## config.mk

```make
export PLATFORM = sky130hd
export DESIGN_NAME = smbios_string_field_extractor
export DESIGN_NICKNAME = d
export VERILOG_FILES = /design/src/smbsfe_pkg.sv /design/src/smbsfe_cfg_regs.sv /design/src/smbsfe_parser.sv /design/src/smbios_string_field_extractor.sv
export SDC_FILE = /design/constraint.sdc
export NUM_CORES = 1
export LEC_CHECK = 0
export BUFFER_PORTS_ARGS = -buffer_cell sky130_fd_sc_hd__buf_2
export CORE_MARGIN = 2
export CORE_UTILIZATION = 37
export CTS_CLUSTER_SIZE = 24
export DETAILED_ROUTE_END_ITERATION = 7
export GPL_TIMING_DRIVEN = 0
export HOLD_SLACK_MARGIN = 0.12
export PLACE_DENSITY = 0.6
export SYNTH_ARGS = -nofsm -noshare
export SYNTH_HDL_FRONTEND = slang
export SYNTH_SLANG_ARGS = --single-unit
```

## constraint.sdc

```tcl
create_clock -name aclk -period 8.99 [get_ports aclk]
set_clock_uncertainty 0.05 [all_clocks]
set_input_delay 1.798 -clock aclk [delete_from_list [all_inputs] [get_ports aclk]]
set_output_delay 1.798 -clock aclk [all_outputs]
set_load 0.05 [all_outputs]
```

## src/smbsfe_pkg.sv

```systemverilog
// ----------------------------------------------------------------------------
// smbsfe_pkg: shared types and constants of the structure string extractor
// Holds the register indexes, reset values and the structs that pass the
// configuration and one result between modules.
// ----------------------------------------------------------------------------
package smbsfe_pkg;

    localparam int unsigned CFG_IDX_W = 2;

    localparam logic [CFG_IDX_W-1:0] CFG_TARGET_TYPE     = 2'd0;
    localparam logic [CFG_IDX_W-1:0] CFG_STRING_OFFSET   = 2'd1;
    localparam logic [CFG_IDX_W-1:0] CFG_OUT_BUFFER_SIZE = 2'd2;

    localparam logic [7:0] RST_TARGET_TYPE     = 8'd0;
    localparam logic [7:0] RST_STRING_OFFSET   = 8'd4;
    localparam logic [7:0] RST_OUT_BUFFER_SIZE = 8'd64;

    localparam logic [7:0] HEADER_LEN = 8'd4;

    typedef struct packed {
        logic [7:0] target_type;
        logic [7:0] string_field_offset;
        logic [7:0] out_buffer_size;
    } smbsfe_cfg_t;

    typedef struct packed {
        logic       valid;
        logic [7:0] char_byte;
        logic       char_valid;
        logic       done_res;
        logic       found;
    } smbsfe_res_t;

endpackage

```

## src/smbsfe_cfg_regs.sv

```systemverilog
// ----------------------------------------------------------------------------
// smbsfe_cfg_regs: configuration registers
// Plain indexed write port; writes to unused indexes are dropped.
// ----------------------------------------------------------------------------
module smbsfe_cfg_regs
    import smbsfe_pkg::*;
(
    input  logic                 aclk,
    input  logic                 aresetn,
    input  logic                 cfg_wr_en,
    input  logic [CFG_IDX_W-1:0] cfg_addr,
    input  logic [7:0]           cfg_wdata,
    output smbsfe_cfg_t          cfg
);

    smbsfe_cfg_t cfg_reg;

    always_ff @(posedge aclk) begin
        if (!aresetn) begin
            cfg_reg.target_type         <= RST_TARGET_TYPE;
            cfg_reg.string_field_offset <= RST_STRING_OFFSET;
            cfg_reg.out_buffer_size     <= RST_OUT_BUFFER_SIZE;
        end else if (cfg_wr_en) begin
            case (cfg_addr)
                CFG_TARGET_TYPE:     cfg_reg.target_type         <= cfg_wdata;
                CFG_STRING_OFFSET:   cfg_reg.string_field_offset <= cfg_wdata;
                CFG_OUT_BUFFER_SIZE: cfg_reg.out_buffer_size     <= cfg_wdata;
                default: ;
            endcase
        end
    end

    assign cfg = cfg_reg;

endmodule

```

## src/smbsfe_parser.sv

```systemverilog
// ----------------------------------------------------------------------------
// smbsfe_parser: table walker
// Holds the parse state and works out, for the byte at its input, the result
// and the next state; the state advances when step is high.
// ----------------------------------------------------------------------------
module smbsfe_parser
    import smbsfe_pkg::*;
(
    input  logic        aclk,
    input  logic        aresetn,
    input  smbsfe_cfg_t cfg,
    input  logic [7:0]  in_byte,
    input  logic        in_last,
    input  logic        step,
    output smbsfe_res_t res
);

    typedef enum logic [1:0] {
        PH_HEAD,
        PH_STR,
        PH_WAIT
    } phase_t;

    phase_t     phase_reg,   phase_next;
    logic [7:0] pos_reg,     pos_next;
    logic [7:0] len_reg,     len_next;
    logic [7:0] type_reg,    type_next;
    logic       match_reg,   match_next;
    logic [7:0] wanted_reg,  wanted_next;
    logic [7:0] passed_reg,  passed_next;
    logic       prevz_reg,   prevz_next;
    logic [7:0] emitted_reg, emitted_next;
    logic       answer_reg,  answer_next;

    logic       emit_char;
    logic       emit_done;
    logic       found_bit;
    logic [7:0] end_pos;
    logic [7:0] limit;
    logic       at_start;
    logic       is_zero;

    always_comb begin
        phase_next   = phase_reg;
        pos_next     = pos_reg;
        len_next     = len_reg;
        type_next    = type_reg;
        match_next   = match_reg;
        wanted_next  = wanted_reg;
        passed_next  = passed_reg;
        prevz_next   = prevz_reg;
        emitted_next = emitted_reg;
        answer_next  = answer_reg;
        emit_char    = 1'b0;
        emit_done    = 1'b0;
        found_bit    = 1'b0;
        is_zero      = (in_byte == 8'd0);
        at_start     = (pos_reg == 8'd0) || prevz_reg;
        limit        = cfg.out_buffer_size - 8'd1;
        end_pos      = HEADER_LEN;

        case (phase_reg)
            PH_HEAD: begin
                if (pos_reg == 8'd0) type_next = in_byte;
                if (pos_reg == 8'd1) len_next = in_byte;
                if (pos_reg == cfg.string_field_offset) wanted_next = in_byte;
                end_pos = (len_next < HEADER_LEN) ? HEADER_LEN : len_next;
                if (pos_reg >= 8'd3 && ({1'b0, pos_reg} + 9'd1) >= {1'b0, end_pos}) begin
                    match_next   = (type_next == cfg.target_type) &&
                                   (len_next > cfg.string_field_offset) &&
                                   (cfg.out_buffer_size != 8'd0);
                    phase_next   = PH_STR;
                    pos_next     = 8'd0;
                    prevz_next   = 1'b0;
                    passed_next  = 8'd0;
                    emitted_next = 8'd0;
                end else begin
                    pos_next = pos_reg + 8'd1;
                end
            end
            PH_STR: begin
                if (match_reg) begin
                    if (wanted_reg == 8'd0) begin
                        emit_done = 1'b1;
                    end else if (passed_reg == wanted_reg - 8'd1) begin
                        if (is_zero || emitted_reg >= limit) begin
                            emit_done = 1'b1;
                        end else begin
                            emit_char    = 1'b1;
                            emitted_next = emitted_reg + 8'd1;
                        end
                    end else if (is_zero) begin
                        if (at_start) emit_done = 1'b1;
                        else passed_next = passed_reg + 8'd1;
                    end
                    found_bit  = emit_done;
                    prevz_next = is_zero;
                    pos_next   = 8'd1;
                end else if (is_zero && prevz_reg && pos_reg != 8'd0) begin
                    // double zero closes the string set
                    phase_next  = PH_HEAD;
                    pos_next    = 8'd0;
                    len_next    = 8'd0;
                    type_next   = 8'd0;
                    wanted_next = 8'd0;
                    prevz_next  = 1'b0;
                    match_next  = 1'b0;
                end else begin
                    prevz_next = is_zero;
                    pos_next   = 8'd1;
                end
            end
            default: ;
        endcase

        if (emit_done) begin
            answer_next = 1'b1;
            phase_next  = PH_WAIT;
        end

        if (in_last) begin
            if (!answer_next) begin
                emit_char = 1'b0;
                emit_done = 1'b1;
                found_bit = match_next;
            end
            phase_next   = PH_HEAD;
            pos_next     = 8'd0;
            len_next     = 8'd0;
            type_next    = 8'd0;
            match_next   = 1'b0;
            wanted_next  = 8'd0;
            passed_next  = 8'd0;
            prevz_next   = 1'b0;
            emitted_next = 8'd0;
            answer_next  = 1'b0;
        end
    end

    always_ff @(posedge aclk) begin
        if (!aresetn) begin
            phase_reg   <= PH_HEAD;
            pos_reg     <= 8'd0;
            len_reg     <= 8'd0;
            type_reg    <= 8'd0;
            match_reg   <= 1'b0;
            wanted_reg  <= 8'd0;
            passed_reg  <= 8'd0;
            prevz_reg   <= 1'b0;
            emitted_reg <= 8'd0;
            answer_reg  <= 1'b0;
        end else if (step) begin
            phase_reg   <= phase_next;
            pos_reg     <= pos_next;
            len_reg     <= len_next;
            type_reg    <= type_next;
            match_reg   <= match_next;
            wanted_reg  <= wanted_next;
            passed_reg  <= passed_next;
            prevz_reg   <= prevz_next;
            emitted_reg <= emitted_next;
            answer_reg  <= answer_next;
        end
    end

    always_comb begin
        res.valid      = emit_char || emit_done;
        res.char_byte  = emit_char ? in_byte : 8'd0;
        res.char_valid = emit_char;
        res.done_res   = emit_done && !emit_char;
        res.found      = emit_done && !emit_char && found_bit;
    end

endmodule

```

## src/smbios_string_field_extractor.sv

```systemverilog
// ----------------------------------------------------------------------------
// smbios_string_field_extractor: structure table string lookup
// Path: an accepted table byte is held in the input register, then its parser
// result is stored in the result register that drives m_.
// Throughput: one table byte per cycle unless m_tready holds back a result.
// Reset: synchronous active-low aresetn clears the parser, the valid flags of
// both pipeline registers and loads defaults (type 0, offset 4, buffer 64).
// ----------------------------------------------------------------------------
module smbios_string_field_extractor
    import smbsfe_pkg::*;
(
    input  logic                 aclk,
    input  logic                 aresetn,
    input  logic                 cfg_wr_en,
    input  logic [CFG_IDX_W-1:0] cfg_addr,
    input  logic [7:0]           cfg_wdata,
    input  logic                 s_tvalid,
    output logic                 s_tready,
    input  logic [7:0]           s_tdata,   // table_byte
    input  logic                 s_tlast,   // table_last
    output logic                 m_tvalid,
    input  logic                 m_tready,
    output logic [7:0]           m_tdata,   // char_byte
    output logic [1:0]           m_tuser,   // found, char_valid
    output logic                 m_tlast    // done_res
);

    smbsfe_cfg_t cfg;
    smbsfe_res_t res;

    logic       in_valid_reg;
    logic [7:0] in_byte_reg;
    logic       in_last_reg;
    logic       out_valid_reg;
    logic [7:0] out_char_reg;
    logic [1:0] out_user_reg;
    logic       out_last_reg;
    logic       out_free;
    logic       advance;

    smbsfe_cfg_regs u_cfg (
        .aclk      (aclk),
        .aresetn   (aresetn),
        .cfg_wr_en (cfg_wr_en),
        .cfg_addr  (cfg_addr),
        .cfg_wdata (cfg_wdata),
        .cfg       (cfg)
    );

    smbsfe_parser u_parser (
        .aclk    (aclk),
        .aresetn (aresetn),
        .cfg     (cfg),
        .in_byte (in_byte_reg),
        .in_last (in_last_reg),
        .step    (advance),
        .res     (res)
    );

    assign out_free = !out_valid_reg || m_tready;
    assign advance  = in_valid_reg && (!res.valid || out_free);
    assign s_tready = !in_valid_reg || advance;

    always_ff @(posedge aclk) begin
        if (!aresetn) begin
            in_valid_reg <= 1'b0;
        end else if (s_tvalid && s_tready) begin
            in_valid_reg <= 1'b1;
        end else if (advance) begin
            in_valid_reg <= 1'b0;
        end
    end

    always_ff @(posedge aclk) begin
        if (s_tvalid && s_tready) begin
            in_byte_reg <= s_tdata;
            in_last_reg <= s_tlast;
        end
    end

    always_ff @(posedge aclk) begin
        if (!aresetn) begin
            out_valid_reg <= 1'b0;
        end else if (advance && res.valid) begin
            out_valid_reg <= 1'b1;
        end else if (m_tready) begin
            out_valid_reg <= 1'b0;
        end
    end

    always_ff @(posedge aclk) begin
        if (advance && res.valid) begin
            out_char_reg <= res.char_byte;
            out_user_reg <= {res.found, res.char_valid};
            out_last_reg <= res.done_res;
        end
    end

    assign m_tvalid = out_valid_reg;
    assign m_tdata  = out_char_reg;
    assign m_tuser  = out_user_reg;
    assign m_tlast  = out_last_reg;

    // output register empties after reset
    a_reset_empty: assert property (@(posedge aclk) !aresetn |=> !m_tvalid)
        else $error("result valid after reset");

    // a character result never closes the answer, found only with done
    a_char_not_done: assert property (@(posedge aclk) disable iff (!aresetn)
        m_tvalid |-> !(m_tuser[0] && m_tlast) && (!m_tuser[1] || m_tlast))
        else $error("bad result flag combination");

    // a held request keeps its byte while the parser waits
    a_in_hold: assert property (@(posedge aclk) disable iff (!aresetn)
        in_valid_reg && !advance |=> in_valid_reg && $stable(in_byte_reg))
        else $error("stalled request lost");

    // parser steps with a result only when the result register has room
    a_no_overrun: assert property (@(posedge aclk) disable iff (!aresetn)
        advance && res.valid |-> out_free)
        else $error("result register overrun");

endmodule
```

==> flow_metrics.env, run 1 <==
export IMPL_clock_latency_ns=0.35
export IMPL_hold_ws_ns=0.413
export IMPL_cp_max_fo=10
export IMPL_worstHoldPathType="flip-flop to flip-flop"
export IMPL_power_frac_clock_pct=37.1
export IMPL_fin_ws_ns=3.32
export IMPL_nNetsFinal=747
export IMPL_die_h_um=129
export IMPL_drtPass1Iterations=5
export IMPL_drc=0
export IMPL_place_area_um2=6180
export IMPL_cts_resized_gates=0
export IMPL_placed_cells=868
export IMPL_drtIter0Drc=291
export IMPL_routed_via_density=5.43
export IMPL_routedWlPerCell_um=16.2
export IMPL_grt_max_degree=16
export IMPL_cp_start_kind="flip-flop"
export IMPL_final_hold_violation_count=0
export IMPL_rows=45
export IMPL_post_cts_setup_buffers=0
export IMPL_synth_cell_types=65
export IMPL_post_place_ws_ns=3.41
export IMPL_clock_path_buffers=2
export IMPL_ys_warn_count=0
export IMPL_setup_tns_ns=0
export IMPL_finish_instance_area_um2=6470
export IMPL_rsz0062_at_grt="false"
export IMPL_drv_cap=0
export IMPL_overflow=0
export IMPL_port_buffers=35
export IMPL_fin_crit_ns=5.67
export IMPL_io_pins=37
export IMPL_worstMarginPinSlew_ns=0.939
export IMPL_seq_power_share_pct=47.0
export IMPL_power_share_combinational_pct=15.9
export IMPL_criticalPathCategory="flip-flop to flip-flop"
export IMPL_drt_total_wl_mm=14.4
export IMPL_cts_root_buffer="clkbuf_16"
export IMPL_ys_flop_type="dfxtp_1"
export IMPL_die_w_um=129
export IMPL_antenna_cells=0
export IMPL_ys_seq_area_share_pct=37.8
export IMPL_path_clk_slew_ns=0.07
export IMPL_grt_pass1_wl_mm=23.8
export IMPL_place_congestion=0.877
export IMPL_slew_headroom_pct=36.9
export IMPL_critPathCaptureType="flip-flop"
export IMPL_die_area_um2=16600
export IMPL_p_int_uw=744
export IMPL_status="complete, no violations"
export IMPL_yosys_register_bits=99
export IMPL_clock_sinks=99
export IMPL_leakagePower_nw=2.68
export IMPL_drv_slew=0
export IMPL_cts_made_buffers=9
export IMPL_synth_edf_count=20
export IMPL_switchingPower_uw=282
export IMPL_start_util_pct=38.0
export IMPL_grt_use_total_pct=18.4
export IMPL_cts_hold_buf=0
export IMPL_syn_mean_instance_area_um2=8.95
export IMPL_sw_frac_of_total_pct=27.5
export IMPL_async_flop_share_pct=0
export IMPL_antenna_left=0
export IMPL_finalCritPeriodShare_pct=63.1
export IMPL_drive_gt1_share_pct=9.91
export IMPL_area_growth_pct=12.1
export IMPL_vias=4797
export IMPL_synth_fp_nets=701
export IMPL_cts_tree="yes"
export IMPL_htreeDepth=3
export IMPL_final_instance_count_excl_fill=884
export IMPL_finalSetupViolations=0
export IMPL_cellPowerDensity_nw_per_um2=159
export IMPL_syn_inst=645
export IMPL_largest_register_ffs=24
export IMPL_crit_required_ns=9.16
export IMPL_antenna_found_initial=0
export IMPL_core_area_um2=15200
export IMPL_netlist_area_um2=5770
export IMPL_place_hpwl_mm=11.0
export IMPL_grt_pass1_vias=4644
export IMPL_ir_drop_mv=0.0900
export IMPL_worstPathArrival_ns=5.84
export IMPL_fmax_mhz=176
## worst max-delay path: stages, from the launching register on
cell	delay, ns
dfxtp_1	0.30
clkbuf_1	0.19
nor4_1	0.57
nand3_1	0.53
mux2i_1	0.57
nand4_1	0.14
nor3_1	0.28
nor2_1	0.08
ha_1	0.28
o21a_1	0.11
o2111ai_1	0.12
o2111ai_1	0.32
and2_1	0.18
clkbuf_1	0.29
nand2_1	0.22
o21ai_0	0.76
clkbuf_1	0.45
nor2_1	0.10
## Yosys cell counts (10+ instances only)
library cell	n	share of area, %
o21ai_0	23	2.0
a21boi_0	11	1.4
a21oi_1	27	2.3
inv_1	36	2.3
clkbuf_1	19	1.2
nor2_1	36	2.3
or3_1	13	1.4
nand2_1	66	4.3
nor4_1	10	1.1
nor3_1	12	1.0
ha_1	32	6.9
xnor2_1	18	2.7
and2_1	19	2.1
nand3_1	21	1.8
edfxtp_1	20	10
xor2_1	19	2.9
nor2b_1	28	3.0
dfxtp_1	79	27
mux2i_1	38	6.6
## placed cells by master, fill, tap and decap left out, drive strengths merged, types with 8 or more instances in the layout
master,Yosys,final
clkbuf,19,30
and2,20,20
ha,32,32
o21ai,24,24
or3,14,14
xor2,19,19
nor2,36,36
a21boi,11,11
nand2,67,67
xnor2,18,18
buf,8,43
inv,36,36
nor2b,28,28
nor4,10,10
mux2i,38,38
edfxtp,20,20
nand3,21,21
nand4,8,8
a21oi,27,27
nor3,12,12
dfxtp,79,79
o21a,9,9
## routing by layer
metal | part of all wire [%] | vias to the layer above | global-route usage, % | routed length (um)
li1 | - | 2394 | - | -
met1 | 46 | 2249 | 23.7 | 6640
met2 | 47 | 132 | 30.4 | 6740
met3 | 4.8 | 22 | 3.62 | 688
met4 | 2.0 | 0 | 7.23 | 292
met5 | 0 | - | 0 | 0
## stage by stage
stage          total power, mW  util (%)
2_1_floorplan            0.606         -
3_3_place_gp             0.650      40.7
3_5_place_dp             0.655      40.7
5_1_grt                   1.08      42.6
4_1_cts                   1.03      42.6
6_report                  1.03      42.6
## worst paths after layout
| path | startpoint | endpoint | slack, ns | cells after the start |
|---|---|---|---|---|
| worst min register to register | u_parser.len_reg[1] | u_parser.len_reg[1] | 0.41 | 2 |
| worst min-delay path | u_parser.len_reg[1] | u_parser.len_reg[1] | 0.41 | 2 |
| worst max register to register | u_parser.pos_reg[4] | u_parser.emitted_reg[1] | 3.32 | 17 |
| worst max-delay path | u_parser.pos_reg[4] | u_parser.emitted_reg[1] | 3.32 | 17 |
## layout make-up
type                       instances  area [um2]
clock inverter                     5        53.8
timing repair buffer              35         175
sequential                        99        2180
inverter                          36         135
buffer                            27         113
tap                              188         235
multi-input combinational        483        3340
clock buffer                      11         233
fill                            1511        8730
## power by group through the flow
stage / sequential, mW / combinational (mW) / clock [mW]
3_3_place_gp: 0.492 / 0.158 / 0
3_5_place_dp: 0.492 / 0.162 / 0
6_report: 0.483 / 0.163 / 0.381
5_1_grt: 0.484 / 0.183 / 0.409
4_1_cts: 0.482 / 0.163 / 0.389
2_1_floorplan: 0.489 / 0.117 / 0
## cell families after synthesis
| family | Yosys count | share of synthesized area (%) |
|---|---|---|
| compound gates | 125 | 15.8 |
| simple gates | 249 | 22.6 |
| mux | 40 | 6.98 |
| flops | 99 | 37.8 |
| buf+inv | 63 | 4.29 |
| fa+ha+maj | 32 | 6.94 |
| xor+xnor | 37 | 5.61 |
No activity file was read; power rests on OpenSTA's default activity.
==> run 2: changes to the inputs <==
==> constraint.sdc (replaced) <==
create_clock -name aclk -period 5.8 [get_ports aclk]
set_clock_uncertainty 0.05 [all_clocks]
set_input_delay 1.16 -clock aclk [delete_from_list [all_inputs] [get_ports aclk]]
set_output_delay 1.16 -clock aclk [all_outputs]
set_load 0.05 [all_outputs]
==> run 2 against run 1 <==
Clock power increased by 56%. Sequential cell count stayed put. Critical path depth unchanged. Design area grew 0.17%. Wire length hardly changed. Clock-buffer cell count stayed put. Die area unchanged. Largest power group unchanged. Critical path type unchanged. Non-clock buffer count is the same. Global-route usage is the same.
==> flow_metrics.env, run 2 (synthesized netlist as in run 1, its figures left out) <==
export IMPL_status="complete, no violations"
export IMPL_cts_resized_gates=0
export IMPL_routedWlPerCell_um=16.2
export IMPL_rows=45
export IMPL_drv_slew=0
export IMPL_overflow=0
export IMPL_cts_hold_buf=0
export IMPL_r2r_slack_ns=0.71
export IMPL_antenna_found_initial=0
export IMPL_clock_latency_ns=0.36
export IMPL_drc=0
export IMPL_cts_tree="yes"
export IMPL_io_pins=37
export IMPL_nNetsFinal=747
export IMPL_drt_total_wl_mm=14.4
export IMPL_setup_tns_ns=0
export IMPL_finalCritPeriodShare_pct=87.8
export IMPL_vias=4781
export IMPL_worstPathArrival_ns=5.27
export IMPL_routed_via_density=5.41
export IMPL_grt_pass1_wl_mm=23.8
export IMPL_criticalPathCategory="flip-flop to flip-flop"
export IMPL_start_util_pct=38.0
export IMPL_cts_made_buffers=9
export IMPL_fin_crit_ns=5.09
export IMPL_place_congestion=0.877
export IMPL_cp_max_fo=10
export IMPL_final_cell_mix="dfxtp_1, nand2_1, mux2i_1, buf_2"
export IMPL_clock_path_buffers=2
export IMPL_htreeDepth=3
export IMPL_rsz0062_at_grt="false"
export IMPL_finish_utilization_pct=42.6
export IMPL_leakagePower_nw=2.68
export IMPL_crit_required_ns=5.97
export IMPL_final_hold_violation_count=0
export IMPL_clock_sinks=99
export IMPL_grt_pass1_vias=4644
export IMPL_cts_root_buffer="clkbuf_16"
export IMPL_antenna_left=0
export IMPL_fmax_mhz=196
export IMPL_worstMarginPinSlew_ns=0.925
export IMPL_die_h_um=129
export IMPL_ir_drop_mv=0.140
export IMPL_cp_start_kind="flip-flop"
export IMPL_antenna_cells=0
export IMPL_drv_cap=0
export IMPL_largest_register_ffs=24
export IMPL_path_clk_slew_ns=0.07
export IMPL_drive_gt1_share_pct=10.2
export IMPL_core_area_um2=15200
export IMPL_place_hpwl_mm=11.0
export IMPL_worstHoldPathType="flip-flop to flip-flop"
export IMPL_critPathCaptureType="flip-flop"
export IMPL_drtPass1Iterations=5
export IMPL_final_common_cell="dfxtp_1"
export IMPL_die_w_um=129
export IMPL_port_buffers=35
export IMPL_grt_max_degree=16
export IMPL_cellPowerDensity_nw_per_um2=246
export IMPL_die_area_um2=16600
export IMPL_drtIter0Drc=287
export IMPL_area_growth_pct=12.3
export IMPL_slew_headroom_pct=37.9
export IMPL_grt_use_total_pct=18.4
export IMPL_post_cts_setup_buffers=0
export IMPL_finalSetupViolations=0
run 2: cell types whose count changed in the layout (fill, tap and decap cells not counted):
cell,delta
nor4_2,+1
o21ai_0,-1
nor4_1,-1
o21ai_1,+1
nand3_2,+1
nand3_1,-1
run 2: power by group:
group	internal, mW	switching (mW)	leakage (nW)
Sequential	0.721	0.0268	0.835
Clock	0.333	0.260	0.133
Combinational	0.100	0.152	1.71
Total	1.15	0.439	2.68
run 2: stage by stage:
stage | hold slack [ns] | worst slack, ns | total power [mW] | std cells | cell area (um2)
2_1_floorplan | 0.382 | 1.65 | 0.940 | 645 | 5770
3_3_place_gp | 0.396 | 0.373 | 1.01 | 868 | 6180
3_5_place_dp | 0.404 | 0.216 | 1.01 | 868 | 6180
4_1_cts | 0.418 | 0.188 | 1.60 | 884 | 6470
5_1_grt | 0.439 | 0.197 | 1.67 | 884 | 6480
6_report | 0.413 | 0.708 | 1.59 | 884 | 6480
run 2: cell type report:
type	instances	area (um2)
Multi-Input combinational cell	483	3350
Clock inverter	5	53.8
Clock buffer	11	233
Buffer	27	113
Sequential cell	99	2180
Inverter	36	135
Fill cell	1509	8720
Tap cell	188	235
Timing Repair Buffer	35	175
run 2: worst max-delay path, stage by stage, from the launching register on:
cell	delay [ns]
dfxtp_1	0.30
clkbuf_1	0.20
nor4_2	0.48
nand3_2	0.33
mux2i_1	0.51
nand4_1	0.14
nor3_1	0.28
nor2_1	0.08
ha_1	0.28
o21a_1	0.11
o2111ai_1	0.12
o2111ai_1	0.32
and2_1	0.18
clkbuf_1	0.29
nand2_1	0.23
o21ai_1	0.51
clkbuf_1	0.44
nor2_1	0.10
run 2: per-layer routing:
layer / global-route usage (%) / wire (um) / vias to the layer above
met2: 30.4 / 6720 / 132
met5: 0 / 0 / -
met3: 3.62 / 677 / 26
met1: 23.7 / 6640 / 2231
met4: 7.23 / 326 / 0
li1: - / - / 2392
run 2: worst paths after layout:
path / start / endpoint / depth (start not counted)
worst min register to register: u_parser.len_reg[1] / u_parser.len_reg[1] / 2
worst max-delay path: u_parser.pos_reg[4] / u_parser.emitted_reg[1] / 17
worst max register to register: u_parser.pos_reg[4] / u_parser.emitted_reg[1] / 17
worst min-delay path: u_parser.len_reg[1] / u_parser.len_reg[1] / 2
